==> src/rtl/lrt_pkg.sv <==
// Shared constants and types for the line run thinning block.
package lrt_pkg;

    // Line size default and configuration widths
    localparam int MAX_LINE_DEF = 4096;
    localparam int RADIUS_W     = 11;
    localparam int CFG_LEN_W    = 13;
    localparam int CFG_DATA_W   = 13;
    localparam int CFG_IDX_W    = 2;

    // Register indexes on the configuration port
    localparam logic [CFG_IDX_W-1:0] REG_TRIM_RADIUS = 2'd0;
    localparam logic [CFG_IDX_W-1:0] REG_LINE_LENGTH = 2'd1;

    // Reset values of the registers
    localparam logic [RADIUS_W-1:0]  RADIUS_RST   = 11'd1;
    localparam logic [CFG_LEN_W-1:0] LINE_LEN_RST = 13'd4096;

    // Depth of the run queue between front and back
    localparam int QUEUE_DEPTH = 2;

    // Queue status seen by the front and the back
    typedef struct packed {
        logic full;
        logic empty;
    } t_q_stat;

endpackage

==> src/rtl/line_run_thinning.sv <==
// A run's descriptor enters the run queue when the pixel that closes it is taken, then the output register.
// Throughput: one pixel per cycle while the run queue is not full; the two-entry run queue and the output register
// let the pixel side keep going while a result beat waits to be taken.
// Reset: synchronous active-low i_rst_n clears line position, open run, queue and
// output valid; the trim radius returns to 1 and line_length to 4096.
// Top level of the line run thinning block.
module line_run_thinning
    import lrt_pkg::*;
#(
    parameter int MAX_LINE = MAX_LINE_DEF,
    parameter int POS_W    = $clog2(MAX_LINE),
    parameter int SIZE_W   = POS_W + 1
) (
    input  logic                  i_clk,
    input  logic                  i_rst_n,
    input  logic                  i_cfg_valid,
    output logic                  o_cfg_ready,
    input  logic [CFG_IDX_W-1:0]  i_cfg_index,
    input  logic [CFG_DATA_W-1:0] i_cfg_data,
    input  logic                  i_valid,
    output logic                  o_ready,
    input  logic                  i_pixel,
    output logic                  o_valid,
    input  logic                  i_ready,
    output logic [POS_W-1:0]      o_run_begin,
    output logic [SIZE_W-1:0]     o_run_size,
    output logic [POS_W-1:0]      o_kept_begin,
    output logic [SIZE_W-1:0]     o_kept_size,
    output logic                  o_line_done
);

    localparam int REC_W = POS_W + SIZE_W + 1;

    logic [RADIUS_W-1:0]  r_trim_radius;
    logic [CFG_LEN_W-1:0] r_line_length;

    logic             push;
    logic             pop;
    logic [REC_W-1:0] push_rec;
    logic [REC_W-1:0] head_rec;
    t_q_stat          q_stat;

    // Take configuration beats whenever out of reset
    assign o_cfg_ready = i_rst_n;

    always_ff @(posedge i_clk) begin
        if (!i_rst_n) begin
            r_trim_radius <= RADIUS_RST;
            r_line_length <= LINE_LEN_RST;
        end else if (i_cfg_valid) begin
            case (i_cfg_index)
                REG_TRIM_RADIUS: r_trim_radius <= i_cfg_data[RADIUS_W-1:0];
                REG_LINE_LENGTH: r_line_length <= i_cfg_data[CFG_LEN_W-1:0];
                default: ;
            endcase
        end
    end

    lrt_front #(
        .MAX_LINE (MAX_LINE),
        .POS_W    (POS_W),
        .SIZE_W   (SIZE_W),
        .REC_W    (REC_W)
    ) u_front (
        .i_clk         (i_clk),
        .i_rst_n       (i_rst_n),
        .i_valid       (i_valid),
        .o_ready       (o_ready),
        .i_pixel       (i_pixel),
        .i_line_length (r_line_length),
        .i_q_stat      (q_stat),
        .o_push        (push),
        .o_rec         (push_rec)
    );

    lrt_queue #(
        .WIDTH (REC_W),
        .DEPTH (QUEUE_DEPTH)
    ) u_queue (
        .i_clk   (i_clk),
        .i_rst_n (i_rst_n),
        .i_push  (push),
        .i_data  (push_rec),
        .i_pop   (pop),
        .o_data  (head_rec),
        .o_stat  (q_stat)
    );

    lrt_back #(
        .MAX_LINE (MAX_LINE),
        .POS_W    (POS_W),
        .SIZE_W   (SIZE_W),
        .REC_W    (REC_W)
    ) u_back (
        .i_clk         (i_clk),
        .i_rst_n       (i_rst_n),
        .i_trim_radius (r_trim_radius),
        .i_q_stat      (q_stat),
        .i_rec         (head_rec),
        .o_pop         (pop),
        .o_valid       (o_valid),
        .i_ready       (i_ready),
        .o_run_begin   (o_run_begin),
        .o_run_size    (o_run_size),
        .o_kept_begin  (o_kept_begin),
        .o_kept_size   (o_kept_size),
        .o_line_done   (o_line_done)
    );

endmodule

==> src/rtl/lrt_front.sv <==
// Front end: tracks line position and open run, classifies each pixel.
module lrt_front
    import lrt_pkg::*;
#(
    parameter int MAX_LINE = MAX_LINE_DEF,
    parameter int POS_W    = $clog2(MAX_LINE),
    parameter int SIZE_W   = POS_W + 1,
    parameter int REC_W    = POS_W + SIZE_W + 1
) (
    input  logic                 i_clk,
    input  logic                 i_rst_n,
    input  logic                 i_valid,
    output logic                 o_ready,
    input  logic                 i_pixel,
    input  logic [CFG_LEN_W-1:0] i_line_length,
    input  t_q_stat              i_q_stat,
    output logic                 o_push,
    output logic [REC_W-1:0]     o_rec
);

    localparam int LEN_W = (SIZE_W > CFG_LEN_W) ? SIZE_W : CFG_LEN_W;

    logic [POS_W-1:0] r_pos, n_pos;
    logic [POS_W-1:0] r_open_begin, n_open_begin;
    logic             r_in_run, n_in_run;

    logic [LEN_W-1:0]  eff_len;
    logic [LEN_W-1:0]  len_ext;
    logic              last;
    logic              accept;
    logic [POS_W-1:0]  rec_begin;
    logic [SIZE_W-1:0] rec_size;
    logic              emit;

    // Clamp the line length into one to MAX_LINE
    assign len_ext = LEN_W'(i_line_length);
    always_comb begin
        if (len_ext == '0) begin
            eff_len = LEN_W'(1);
        end else if (len_ext > LEN_W'(MAX_LINE)) begin
            eff_len = LEN_W'(MAX_LINE);
        end else begin
            eff_len = len_ext;
        end
    end

    // Hold off pixels during reset and while the queue is full
    assign last    = (LEN_W'(r_pos) + LEN_W'(1)) >= eff_len;
    assign o_ready = i_rst_n && !i_q_stat.full;
    assign accept  = i_valid && o_ready;

    // Classify the pixel: close a run, end the line, or nothing
    always_comb begin
        rec_begin = r_in_run ? r_open_begin : r_pos;
        rec_size  = SIZE_W'(r_pos) + SIZE_W'(i_pixel && last) - SIZE_W'(rec_begin);
        emit      = 1'b0;
        if (i_pixel) begin
            emit = last;
        end else if (r_in_run) begin
            emit = 1'b1;
        end else begin
            emit      = last;
            rec_begin = '0;
            rec_size  = '0;
        end
    end

    assign o_push = accept && emit;
    assign o_rec  = {last, rec_size, rec_begin};

    // Advance position and run state
    always_comb begin
        n_pos        = r_pos;
        n_open_begin = r_open_begin;
        n_in_run     = r_in_run;
        if (accept) begin
            if (last) begin
                n_pos        = '0;
                n_open_begin = '0;
                n_in_run     = 1'b0;
            end else begin
                n_pos = r_pos + POS_W'(1);
                if (i_pixel && !r_in_run) begin
                    n_open_begin = r_pos;
                end
                n_in_run = i_pixel;
            end
        end
    end

    always_ff @(posedge i_clk) begin
        if (!i_rst_n) begin
            r_pos        <= '0;
            r_open_begin <= '0;
            r_in_run     <= 1'b0;
        end else begin
            r_pos        <= n_pos;
            r_open_begin <= n_open_begin;
            r_in_run     <= n_in_run;
        end
    end

endmodule

==> src/rtl/lrt_queue.sv <==
// Short run queue that decouples the front from the back.
module lrt_queue
    import lrt_pkg::*;
#(
    parameter int WIDTH = 26,
    parameter int DEPTH = QUEUE_DEPTH
) (
    input  logic             i_clk,
    input  logic             i_rst_n,
    input  logic             i_push,
    input  logic [WIDTH-1:0] i_data,
    input  logic             i_pop,
    output logic [WIDTH-1:0] o_data,
    output t_q_stat          o_stat
);

    localparam int PTR_W = (DEPTH > 1) ? $clog2(DEPTH) : 1;
    localparam int CNT_W = $clog2(DEPTH + 1);

    logic [WIDTH-1:0] r_mem [DEPTH];
    logic [PTR_W-1:0] r_wr_ptr, n_wr_ptr;
    logic [PTR_W-1:0] r_rd_ptr, n_rd_ptr;
    logic [CNT_W-1:0] r_count, n_count;

    assign o_stat.full  = (r_count == CNT_W'(DEPTH));
    assign o_stat.empty = (r_count == '0);
    assign o_data       = r_mem[r_rd_ptr];

    // Advance pointers with wrap at the depth
    always_comb begin
        n_wr_ptr = r_wr_ptr;
        n_rd_ptr = r_rd_ptr;
        n_count  = r_count;
        if (i_push) begin
            n_wr_ptr = (r_wr_ptr == PTR_W'(DEPTH - 1)) ? '0 : r_wr_ptr + PTR_W'(1);
        end
        if (i_pop) begin
            n_rd_ptr = (r_rd_ptr == PTR_W'(DEPTH - 1)) ? '0 : r_rd_ptr + PTR_W'(1);
        end
        if (i_push && !i_pop) begin
            n_count = r_count + CNT_W'(1);
        end else if (i_pop && !i_push) begin
            n_count = r_count - CNT_W'(1);
        end
    end

    always_ff @(posedge i_clk) begin
        if (!i_rst_n) begin
            r_wr_ptr <= '0;
            r_rd_ptr <= '0;
            r_count  <= '0;
        end else begin
            r_wr_ptr <= n_wr_ptr;
            r_rd_ptr <= n_rd_ptr;
            r_count  <= n_count;
        end
    end

    // Store the pushed record
    always_ff @(posedge i_clk) begin
        if (i_push) begin
            r_mem[r_wr_ptr] <= i_data;
        end
    end

endmodule

==> src/rtl/lrt_back.sv <==
// Back end: works out the kept span of a run and holds the result beat.
module lrt_back
    import lrt_pkg::*;
#(
    parameter int MAX_LINE = MAX_LINE_DEF,
    parameter int POS_W    = $clog2(MAX_LINE),
    parameter int SIZE_W   = POS_W + 1,
    parameter int REC_W    = POS_W + SIZE_W + 1
) (
    input  logic                i_clk,
    input  logic                i_rst_n,
    input  logic [RADIUS_W-1:0] i_trim_radius,
    input  t_q_stat             i_q_stat,
    input  logic [REC_W-1:0]    i_rec,
    output logic                o_pop,
    output logic                o_valid,
    input  logic                i_ready,
    output logic [POS_W-1:0]    o_run_begin,
    output logic [SIZE_W-1:0]   o_run_size,
    output logic [POS_W-1:0]    o_kept_begin,
    output logic [SIZE_W-1:0]   o_kept_size,
    output logic                o_line_done
);

    localparam int CW = (SIZE_W > RADIUS_W + 1) ? SIZE_W : RADIUS_W + 1;

    logic              r_valid;
    logic [POS_W-1:0]  r_run_begin;
    logic [SIZE_W-1:0] r_run_size;
    logic [POS_W-1:0]  r_kept_begin;
    logic [SIZE_W-1:0] r_kept_size;
    logic              r_line_done;

    logic [POS_W-1:0]  rec_begin;
    logic [SIZE_W-1:0] rec_size;
    logic              rec_last;
    logic [CW-1:0]     size_ext;
    logic [CW-1:0]     twice;
    logic              short_run;
    logic [POS_W-1:0]  kept_begin;
    logic [SIZE_W-1:0] kept_size;

    assign {rec_last, rec_size, rec_begin} = i_rec;

    // Short runs keep the middle pixel, long runs lose radius at each end
    assign size_ext  = CW'(rec_size);
    assign twice     = CW'({i_trim_radius, 1'b0});
    assign short_run = (size_ext <= twice);

    always_comb begin
        if (rec_size == '0) begin
            kept_begin = '0;
            kept_size  = '0;
        end else if (short_run) begin
            kept_begin = rec_begin + POS_W'(rec_size >> 1);
            kept_size  = SIZE_W'(1);
        end else begin
            kept_begin = POS_W'(CW'(rec_begin) + CW'(i_trim_radius));
            kept_size  = SIZE_W'(size_ext - twice);
        end
    end

    assign o_pop = !i_q_stat.empty && (!r_valid || i_ready);

    // Hold the result beat until taken
    always_ff @(posedge i_clk) begin
        if (!i_rst_n) begin
            r_valid <= 1'b0;
        end else if (o_pop) begin
            r_valid <= 1'b1;
        end else if (i_ready) begin
            r_valid <= 1'b0;
        end
    end

    always_ff @(posedge i_clk) begin
        if (o_pop) begin
            r_run_begin  <= rec_begin;
            r_run_size   <= rec_size;
            r_kept_begin <= kept_begin;
            r_kept_size  <= kept_size;
            r_line_done  <= rec_last;
        end
    end

    assign o_valid      = r_valid;
    assign o_run_begin  = r_run_begin;
    assign o_run_size   = r_run_size;
    assign o_kept_begin = r_kept_begin;
    assign o_kept_size  = r_kept_size;
    assign o_line_done  = r_line_done;

endmodule
==> config.mk <==
export PLATFORM = sky130hd
export DESIGN_NAME = line_run_thinning
export DESIGN_NICKNAME = d
export VERILOG_FILES = /design/src/rtl/lrt_pkg.sv /design/src/rtl/line_run_thinning.sv /design/src/rtl/lrt_front.sv /design/src/rtl/lrt_queue.sv /design/src/rtl/lrt_back.sv
export SDC_FILE = /design/constraint.sdc
export NUM_CORES = 1
export LEC_CHECK = 0
export BUFFER_PORTS_ARGS = -buffer_cell sky130_fd_sc_hd__buf_4
export CAP_MARGIN = 20
export CORE_MARGIN = 5
export CORE_UTILIZATION = 40
export CTS_CLUSTER_DIAMETER = 120
export CTS_CLUSTER_SIZE = 8
export DETAILED_ROUTE_END_ITERATION = 6
export PLACE_DENSITY = 0.64
export SLEW_MARGIN = 20
export SYNTH_ARGS = -nofsm -noshare
export SYNTH_HDL_FRONTEND = slang
export SYNTH_SLANG_ARGS = --single-unit
export TNS_END_PERCENT = 10
==> constraint.sdc <==
create_clock -name i_clk -period 5.3 [get_ports i_clk]
set_clock_uncertainty 0.1 [all_clocks]
set_input_delay 0.265 -clock i_clk [delete_from_list [all_inputs] [get_ports i_clk]]
set_output_delay 0.265 -clock i_clk [all_outputs]
set_load 0.02 [all_outputs]
==> reports/qor.csv <==
stage,metric,value,unit
status,run_status,finished clean,
logic_synthesis,yosys.area_share.simple,15.2,%
logic_synthesis,synthTopCellsByCount,"edfxtp_1 (103), nand2_1 (81), nor2_1 (75), ha_1 (61), dfxtp_1 (55)",
sta,hold_viol,0,
detailed_routing,routed_via_density,5.22,
cts,cts-buffers-inserted,17,
logic_synthesis,synth_top_family_by_area,simple AND/OR/NAND/NOR gates,
logic_synthesis,synth-xor-area-share,3.76,%
setup_path,required,5.37,ns
cts,postCtsSetupBuffers,0,
placed_design,hpwlAfterDp,14000,um
sta,rsz0062_at_grt,false,
floorplanning,dieArea,0.0239,mm2
logic_synthesis,synth-edff-count,103,
logic_synthesis,netlist_instances,798,
global_route,antenna_found_initial,0,
setup_path,critical_path_class,flip-flop to flip-flop,
detailed_routing,highest_layer,met4,
detailed_routing,met1_length,8710,um
floorplanning,ios,75,
logic_synthesis,yosysWarningCount,0,
pwr,leakage,3.75,nW
floorplanning,rows,53,
logic_synthesis,synthArstFlopShare,0,%
floorplanning,core-area,0.0208,mm2
logic_synthesis,seq_area_frac_synth,50.0,%
setup_path,critical_path.max_fanout,12,
detailed_routing,num_vias,6084,
global_route,grt_pass1_vias,5747,
floorplanning,die_x,155,um
cts,cts_tree,done,
cells_and_area,nNetsFinal,962,
logic_synthesis,synthMuxAreaShare,4.82,%
logic_synthesis,ys_top_cells_by_area,"edfxtp_1 (37%), dfxtp_1 (13%), ha_1 (9.1%)",
cts,clk_path_buf_depth,2,
detailed_routing,dr.pass1.iters,5,
cts,cts.sinks,158,
setup_path,critPathCaptureType,flip-flop,
setup_path,slowest_delay,0.45,ns
logic_synthesis,post-synth-top-area-cell,edfxtp_1,
sta,period_needed,4.93,ns
detailed_routing,met3WireLength,770,um
sta,slew_viol_final,0,
detailed_routing,final_antenna_net_count,0,
detailed_routing,drc_errors,0,
floorplanning,die_h,155,um
detailed_routing,wl_per_cell,16.3,um
global_route,track_usage,16.3,%
global_route,grt-ovfl-total,0,
detailed_routing,wirelength,19000,um
cts,clockRootBuffer,clkbuf_16,
logic_synthesis,netlist.area_leader.share,36.9,%
global_route,grt_max_degree,60,
sta,max_freq,203,MHz
pwr,finalPower,4.33,mW
cells_and_area,antenna_cells,0,
sta,setup_violations,0,
detailed_routing,route.met2.wl,9090,um
sta,fin_setup_tns,0,ns
logic_synthesis,synth_compound_area_share,13.1,%
setup_path,arrival,5.01,ns
placed_design,io_buffers,74,
logic_synthesis,synthAdderAreaFrac,9.82,%
logic_synthesis,synthFlopType,edfxtp_1,
cells_and_area,area_delta_synth_final,18.4,%
floorplanning,start_util,40.2,%
sta,tightestPinTransition,0.838,ns
detailed_routing,drt-initial-drc-count,419,
setup_path,path_cells,buf_4 -> mux2_2 -> ha_1 -> nand4_1 -> a211oi_1 -> o31ai_1 -> a21oi_1 -> mux2_2 -> ha_1 -> fa_1 -> a211oi_1 -> o21ai_0 -> a211o_1 -> a31oi_1 -> xor2_1 -> nor2_1,
job,max_cap_viol_count,0,
cts,cts_resized,0,
cells_and_area,post-route-util,47.7,%
cts,path_clk_slew,0.07,ns
setup_path,crit_slowest_cell,dfxtp_1,
cts,htreeDepth,4,
logic_synthesis,synth-seq-cells,158,
pwr,ir_drop,0.235,mV
pwr,powerDensity,436,mW/mm2
placed_design,gp_congestion,0.852,
sta,post-route-period-util,93.1,%
cells_and_area,drive_gt1_share,17.3,%
logic_synthesis,synth_fp_nets,883,
logic_synthesis,ys_types,54,
hold_path,hold_class,input pin to flip-flop,
setup_path,cp-start-kind,flip-flop,
cts,clk_latency,0.44,ns
logic_synthesis,netlist_area,0.00838,mm2
global_route,grt_pass1_wl,30700,um
sta,relSlewSlack,43.9,%
logic_synthesis,synth.most_common_cell,edfxtp_1,
logic_synthesis,syn_avg_cell_area,10.5,um2
cts,hold_buffers,12,
metrics by stage:
step                      cell area (um2)  instances  setup WS (ns)  hold WS, ns
final                                9920       1165          0.365      0.00892
after global routing                 9920       1165         0.0682      0.00803
after CTS                            9910       1165          0.403      0.00315
after detailed placement             9220       1121          0.417        0.353
after global placement               9210       1121          0.465        0.343
after floorplan                      8380        798          0.548        0.294
where the power goes:
| group | switching (mW) | total (mW) | internal [mW] | leakage, nW |
|---|---|---|---|---|
| registers | 0.0715 | 1.68 | 1.61 | 1.40 |
| logic | 0.866 | 1.46 | 0.590 | 2.07 |
| clock network | 0.533 | 1.19 | 0.661 | 0.286 |
| total | 1.47 | 4.33 | 2.86 | 3.75 |
cells in the final DEF, fill, tap and decap left out, types with 10 or more instances in the layout:
cell type	instances
xnor2_1	18
a21oi_1	41
o21ai_0	32
edfxtp_1	103
buf_4	84
nor2_1	74
mux2i_1	10
a21boi_0	22
o22ai_1	13
dfxtp_1	54
a211oi_1	10
nor3_1	18
inv_1	32
mux2_2	27
ha_1	61
nand3_1	15
xor2_1	18
nand2_1	81
dlygate4sd3_1	12
nand4_1	15
clkbuf_16	17
nor2b_1	20
kinds of logic (layout without fill, tap and decap cells):
| logic type | Yosys count | count (layout) |
|---|---|---|
| flops | 158 | 158 |
| simple gates | 267 | 267 |
| buf+inv | 68 | 160 |
| fa+ha+maj | 64 | 64 |
| mux | 37 | 37 |
| compound gates | 168 | 168 |
| xor+xnor | 36 | 36 |
registers in the layout (all words and copies together) (netlist names), named ones only:
| signal | flops |
|---|---|
| r_line_length | 13 |
| r_trim_radius | 11 |
| u_back.o_kept_begin | 12 |
| u_back.o_kept_size | 13 |
| u_back.o_line_done | 1 |
| u_back.o_run_begin | 12 |
| u_back.o_run_size | 13 |
| u_back.o_valid | 1 |
| u_front.r_in_run | 1 |
| u_front.r_open_begin | 12 |
| u_front.r_pos | 12 |
| u_queue.r_count | 2 |
| u_queue.r_mem | 52 |
| u_queue.r_rd_ptr | 1 |
| u_queue.r_wr_ptr | 1 |
worst paths after layout:
check / cells past startpoint / start / slack, ns / to
min reg2reg: 2 / u_front.r_open_begin[1] / 0.36 / u_front.r_open_begin[1]
max: 16 / flip-flop / 0.37 / u_back.o_kept_begin[10]
min: 3 / i_cfg_data[7] / 0.009 / r_trim_radius[7]
max reg2reg: 16 / flip-flop / 0.37 / u_back.o_kept_begin[10]
critical path, delay by kind of cell, from the launching register on:
kind / cells / cell delay (ns)
xor gates and xnor gates: 1 / 0.16
muxes: 2 / 0.77
adders and majority gates: 3 / 1.05
DFF: 1 / 0.45
buffers and inverters: 1 / 0.25
AOI/OAI and AO/OA: 7 / 1.73
and+or+nand+nor: 2 / 0.17
area by class of cell:
cell class                      instances  area, um2
Clock buffer                           17        425
Clock inverter                         15        149
Fill cell                            1932      10900
Inverter                               32        120
Multi-Input combinational cell        572       3940
Sequential cell                       158       4200
Tap cell                              275        344
Timing Repair Buffer                   96        751
routing by layer:
layer	up-vias	track usage, %
met1	2855	22.1
met4	0	5.47
met2	145	26.4
met3	23	2.99
li1	3061	-
met5	-	0
No activity file was read; power rests on OpenSTA's default activity.
